===== src/design/cpcf_pkg.sv =====
`default_nettype none

package cpcf_pkg;

  // Widths of the channel fields.
  localparam int PORT_CELL_BITS = 16;
  localparam int FACE_BITS      = 10;

  // Defaults for the top level parameters.
  localparam int MAX_COARSE_FACES = 1024;
  localparam int TABLE_SLOTS      = 2048;
  localparam int CELL_BITS        = 16;

  localparam logic OWNER_SIDE_RESET = 1'b1;

  // Control flags that travel with a word from one cell to the next.
  typedef struct packed {
    logic valid;    // a word sits in this stage
    logic restart;  // the word clears every cell it passes
    logic done;     // the word has been matched or has claimed a cell
    logic is_new;   // the word claimed a cell
  } ctl_t;

endpackage

`default_nettype wire


===== src/design/cpcf_cell.sv =====
`default_nettype none

// One table entry of the chain. Its face number is its own position, since
// entries are claimed strictly from the front of the chain.
module cpcf_cell #(
  parameter int CELL_BITS = cpcf_pkg::CELL_BITS,
  parameter int FACE_W    = 10,
  parameter int IDX       = 0
) (
  input  wire                      clk_i,
  input  wire                      rst_ni,
  input  wire                      adv_i,
  input  wire  cpcf_pkg::ctl_t     ctl_i,
  input  wire  [2*CELL_BITS-1:0]   key_i,
  input  wire  [CELL_BITS-1:0]     loc_i,
  input  wire  [FACE_W-1:0]        face_i,
  output cpcf_pkg::ctl_t           ctl_o,
  output logic [2*CELL_BITS-1:0]   key_o,
  output logic [CELL_BITS-1:0]     loc_o,
  output logic [FACE_W-1:0]        face_o
);

  localparam logic [FACE_W-1:0] MY_FACE = FACE_W'(IDX);

  logic                   vld_q, vld_d;
  logic [2*CELL_BITS-1:0] ent_key_q;
  cpcf_pkg::ctl_t         ctl_q, ctl_d;
  logic [2*CELL_BITS-1:0] key_q;
  logic [CELL_BITS-1:0]   loc_q;
  logic [FACE_W-1:0]      face_q, face_d;
  logic                   vld_eff;
  logic                   claim;

  always_comb begin
    // A restarting word empties this entry before it is looked at.
    vld_eff = vld_q & ~(ctl_i.valid & ctl_i.restart);
    ctl_d   = ctl_i;
    face_d  = face_i;
    claim   = 1'b0;
    if (ctl_i.valid && !ctl_i.done) begin
      if (!vld_eff) begin
        claim        = 1'b1;
        ctl_d.done   = 1'b1;
        ctl_d.is_new = 1'b1;
        face_d       = MY_FACE;
      end else if (ent_key_q == key_i) begin
        ctl_d.done   = 1'b1;
        ctl_d.is_new = 1'b0;
        face_d       = MY_FACE;
      end
    end
    vld_d = vld_eff | claim;
  end

  always_ff @(posedge clk_i or negedge rst_ni) begin
    if (!rst_ni) begin
      vld_q <= 1'b0;
      ctl_q <= '0;
    end else if (adv_i) begin
      vld_q <= vld_d;
      ctl_q <= ctl_d;
    end
  end

  always_ff @(posedge clk_i) begin
    if (adv_i) begin
      if (claim) begin
        ent_key_q <= key_i;
      end
      key_q  <= key_i;
      loc_q  <= loc_i;
      face_q <= face_d;
    end
  end

  assign ctl_o  = ctl_q;
  assign key_o  = key_q;
  assign loc_o  = loc_q;
  assign face_o = face_q;

endmodule

`default_nettype wire


===== config.mk =====
export PLATFORM = sky130hd
export DESIGN_NAME = cpcf_cell
export DESIGN_NICKNAME = d
export VERILOG_FILES = /design/src/design/cpcf_pkg.sv /design/src/design/cpcf_cell.sv
export SDC_FILE = /design/constraint.sdc
export NUM_CORES = 1
export LEC_CHECK = 0
export ABC_CLOCK_PERIOD_IN_PS = 3800
export BUFFER_PORTS_ARGS = -buffer_cell sky130_fd_sc_hd__buf_4
export CAP_MARGIN = 20
export CORE_UTILIZATION = 40
export DETAILED_ROUTE_END_ITERATION = 10
export PLACE_DENSITY = 0.67
export SYNTH_ARGS = -nofsm -noshare
export SYNTH_HDL_FRONTEND = slang
export SYNTH_SLANG_ARGS = --single-unit

===== constraint.sdc =====
create_clock -name clk_i -period 3.8 [get_ports clk_i]
set_input_delay 0.19 -clock clk_i [delete_from_list [all_inputs] [get_ports clk_i]]
set_output_delay 0.19 -clock clk_i [all_outputs]
set_load 0.01 [all_outputs]

==> run summary <==
STATUS
--------------------------------------------------------------------------------------------------------
Result of the run                                                                           complete, no violations

SYNTHESIS
--------------------------------------------------------------------------------------------------------
Synthesis-stage register bit count                                                                    95
Main flop type after synthesis                                                                  edfxtp_1
Sequential element share of the synthesized area                                                   84.1%
Synthesized Nets                                                                                     233
Synth Area per Inst                                                                           20.0 sq um
Post-synthesis mux area share                                                                     0.335%
Proportion of netlist area held by the largest area contributor                                    80.4%
Cell variety after synth                                                                              22
Fraction of the mapped netlist area in adder cells                                                    0%
Synthesized instance count                                                                           168
Fraction of the mapped netlist area in compound gates                                              1.15%
Library cell with the largest summed area after synthesis                                       edfxtp_1
Xor/xnor share of the synthesized area                                                             8.34%
Asr flop ratio synth                                                                               5.26%
Number of enable-type register cells in the synthesized netlist                                       90
Most instantiated cells after synthesis                                                     edfxtp_1, xnor2_1, and2_1, nand4_1, dfrtp_1
Ys Warns                                                                                               0
Cell with the most instances after synthesis                                                    edfxtp_1
Synthesized area                                                                              3360 sq um
Synth Area in Simple Gates                                                                         5.69%
Dominant combinational cell family by area after synthesis                                  XOR/XNOR gates
Top post-synthesis cells by area                                                            edfxtp_1, xnor2_1, dfrtp_1, and2_1, nand4_1

POWER
--------------------------------------------------------------------------------------------------------
Internal power component                                                                         1.69 mW
Clock network fraction of design power                                                             30.9%
Switch share                                                                                       20.8%
Net switching power figure                                                                      0.446 mW
Seq pwr share                                                                                      57.9%
IR Drop Worst-Case VDD                                                                          0.254 mV
Share of total power in combinational logic                                                        11.2%
Standby leakage power                                                                            1.81 nW
Pwr/cell area                                                                                452 nW/um^2

SETUP PATH
--------------------------------------------------------------------------------------------------------
Cell chain of the critical path                                                             nor2b_1 -> nor3_2 -> buf_4
Destination of the worst register-to-register timing path                                   ent_key_q[23]
Worst-path maximum fanout                                                                             13
Slowest stage delay, CP                                                                          0.71 ns
Crit end category                                                                                   flop
Cell family contributing the most delay on the critical path                                simple AND/OR/NAND/NOR gates
Sort of element at the start of the critical path                                                   flop
Critical-path cell with the highest stage delay                                                   nor3_2
RR Startpoint                                                                                      vld_q
Data required time of the worst path                                                             3.84 ns
Endpoint arrival time on the critical path                                                       1.92 ns
Setup slack of the most critical reg-to-reg path                                                 1.92 ns
Depth of the worst register-to-register path                                                           3
Critical Path Source                                                                               vld_q
Setup CP Type                                                                               flop to flop
Bufs and invs on worst path                                                                            1

STA
--------------------------------------------------------------------------------------------------------
Final-layout setup total negative slack                                                             0 ns
Highest clock rate                                                                               531 MHz
Fin. Hold Viols                                                                                        0
Final-report setup violation count                                                                     0
Minimum clock period                                                                             1.88 ns
Crit share post-route                                                                              49.5%
Final worst slack                                                                                1.92 ns
Worst slew slack as a fraction of its limit                                                        40.8%
Skew final                                                                                     0.0113 ns
RSZ-0062 raised after global routing                                                               false
Slew @ Worst Pin                                                                                0.884 ns
Final number of max-transition violations                                                              0

CLOCKING
--------------------------------------------------------------------------------------------------------
CTS tree                                                                                             yes
# hold bufs at CTS                                                                                     5
Post-CTS resize count                                                                                  0
Count of H-tree levels built during CTS                                                                3
Clock Tree Root                                                                                 clkbuf_8
Number of setup buffers added after CTS                                                                0
CTS sink cnt                                                                                          95
Clock buffer depth                                                                                     2
Post-CTS clock slew at the launch and capture registers of the worst setup and hold paths        0.08 ns
Clock latency of the later-clocked register in the worst-skew pair                               0.34 ns
Number of buffers added by the clock tree synthesis step                                               9

HOLD PATH
--------------------------------------------------------------------------------------------------------
Hold wc startpoint                                                                              loc_i[9]
Hold Crit Depth                                                                                        1
Hold crit path type                                                                         input port to flop
Min-Delay Endpoint                                                                              loc_o[9]

PLACED DESIGN
--------------------------------------------------------------------------------------------------------
Count of input and output buffers                                                                    126
HPWL after detailed placement                                                                    4400 um
Weighted congestion reported at the end of routability-driven placement                            0.719
Worst slack at placement                                                                         1.91 ns

ROUTE
--------------------------------------------------------------------------------------------------------
Routed Antenna Nets                                                                                    0
Post-route DRC                                                                                         0
DR vias/cell                                                                                        4.59
First-pass detailed-route iteration total                                                              4
WL per Instance                                                                                  14.7 um
Number of vias after detailed routing                                                               1946
Number of design-rule violations left by the first detailed-router iteration                          73
Overall routed net length                                                                        6220 um

FINISH
--------------------------------------------------------------------------------------------------------
Area added between synthesis and finish                                                            40.8%
Number of nets at the end of the flow                                                                379
Fraction of layout cells with a size suffix above 1                                                46.1%
Antenna diode count                                                                                    0
Number of filler cells placed in the layout                                                          654

FLOORPLANNING
--------------------------------------------------------------------------------------------------------
Die extent in x                                                                                  93.7 um
I/O pins                                                                                             127
Number of core rows                                                                                   33
Floorplan die height                                                                             93.7 um
Floorplan die area                                                                            8780 sq um
Core box area                                                                                 8180 sq um
Initial core utilization                                                                           41.1%

GLOBAL ROUTE
--------------------------------------------------------------------------------------------------------
First-pass GRT wire length                                                                       9610 um
Via count of the first global-routing pass                                                          1902
Total congestion overflow                                                                              0
Maximum number of pins on one net before global-route repair                                          67
Overall Global Routing Usage                                                                       14.9%
Antenna violations before repair                                                                       0

JOB
--------------------------------------------------------------------------------------------------------
Max-cap violation count                                                                                0

## layer usage
metal | GRT usage, % | vias up | wire length [um]
li1 | - | 926 | -
met1 | 19.7 | 916 | 2710
met2 | 22.6 | 94 | 2820
met3 | 4.37 | 10 | 575
met4 | 7.31 | 0 | 112
met5 | 0 | - | 0
## state kept, by name, indices dropped and copies added (netlist names)
signal and count:
vld_q 1, ctl_o 4, key_o 32, loc_o 16, face_o 10, ent_key_q 32
## layout by cell type (no fill, tap or decap), drive strengths merged, types with 2 or more instances in the layout
master	instances
buf	129
edfxtp	90
xnor2	32
clkbuf	13
and2	10
nand4	7
dlygate4sd3	7
dfrtp	5
nand3	2
a31oi	2
nand2	2
o21ai	2
inv	2
nand2b	2
nor3	2
## worst max path at each step
stage                          to  slack [ns]  depth (start not counted)
CTS                 ent_key_q[13]        1.87                          3
global placement    ent_key_q[22]        2.01                          3
global route        ent_key_q[10]        1.78                          3
floorplan                ctl_o[0]        0.40                          4
finish              ent_key_q[23]        1.92                          3
detailed placement  ent_key_q[22]        1.91                          3
## worst reg2reg max path, cell delays in order (launching register included)
cell	delay (ns)
dfrtp_1	0.38
nor2b_1	0.15
nor3_2	0.71
buf_4	0.35
## stage by stage
step / instances / power [mW] / hold WS, ns / util (%) / area [sq um]
after global placement: 401 / 1.50 / -0.000342 / 54.6 / 4460
final: 424 / 2.14 / 0.0276 / 57.9 / 4730
after detailed placement: 401 / 1.50 / 0.000593 / 54.6 / 4460
after global routing: 424 / 2.23 / 0.00117 / 57.9 / 4730
after floorplan: 168 / 1.33 / -0.106 / - / 3360
after CTS: 422 / 2.17 / 0.00208 / 57.7 / 4710
## kinds of logic after synthesis
group | Yosys count
multiplexers | 1
flip-flops | 95
XOR/XNOR | 32
AND/OR/NAND/NOR | 31
AO/OA/AOI/OAI | 6
buffers and inverters | 3
## power by group through the flow
stage / Combinational, mW / Clock (mW) / Sequential (mW)
floorplan: 0.0440 / 0 / 1.29
global placement: 0.235 / 0 / 1.26
detailed placement: 0.238 / 0 / 1.26
CTS: 0.243 / 0.686 / 1.24
global route: 0.263 / 0.725 / 1.24
finish: 0.240 / 0.661 / 1.24
## cell type report
cell class              instances  area, sq um  area share, %
well taps                     105          131           2.78
repair buffers                136         1040           21.9
clock buffers                  13          159           3.36
flip-flops and latches         95         2830           59.7
multi-input cells              70          527           11.1
inverters                       2         7.51          0.159
clock inverters                 3         42.5          0.899
(Power assumes the default switching activity.)
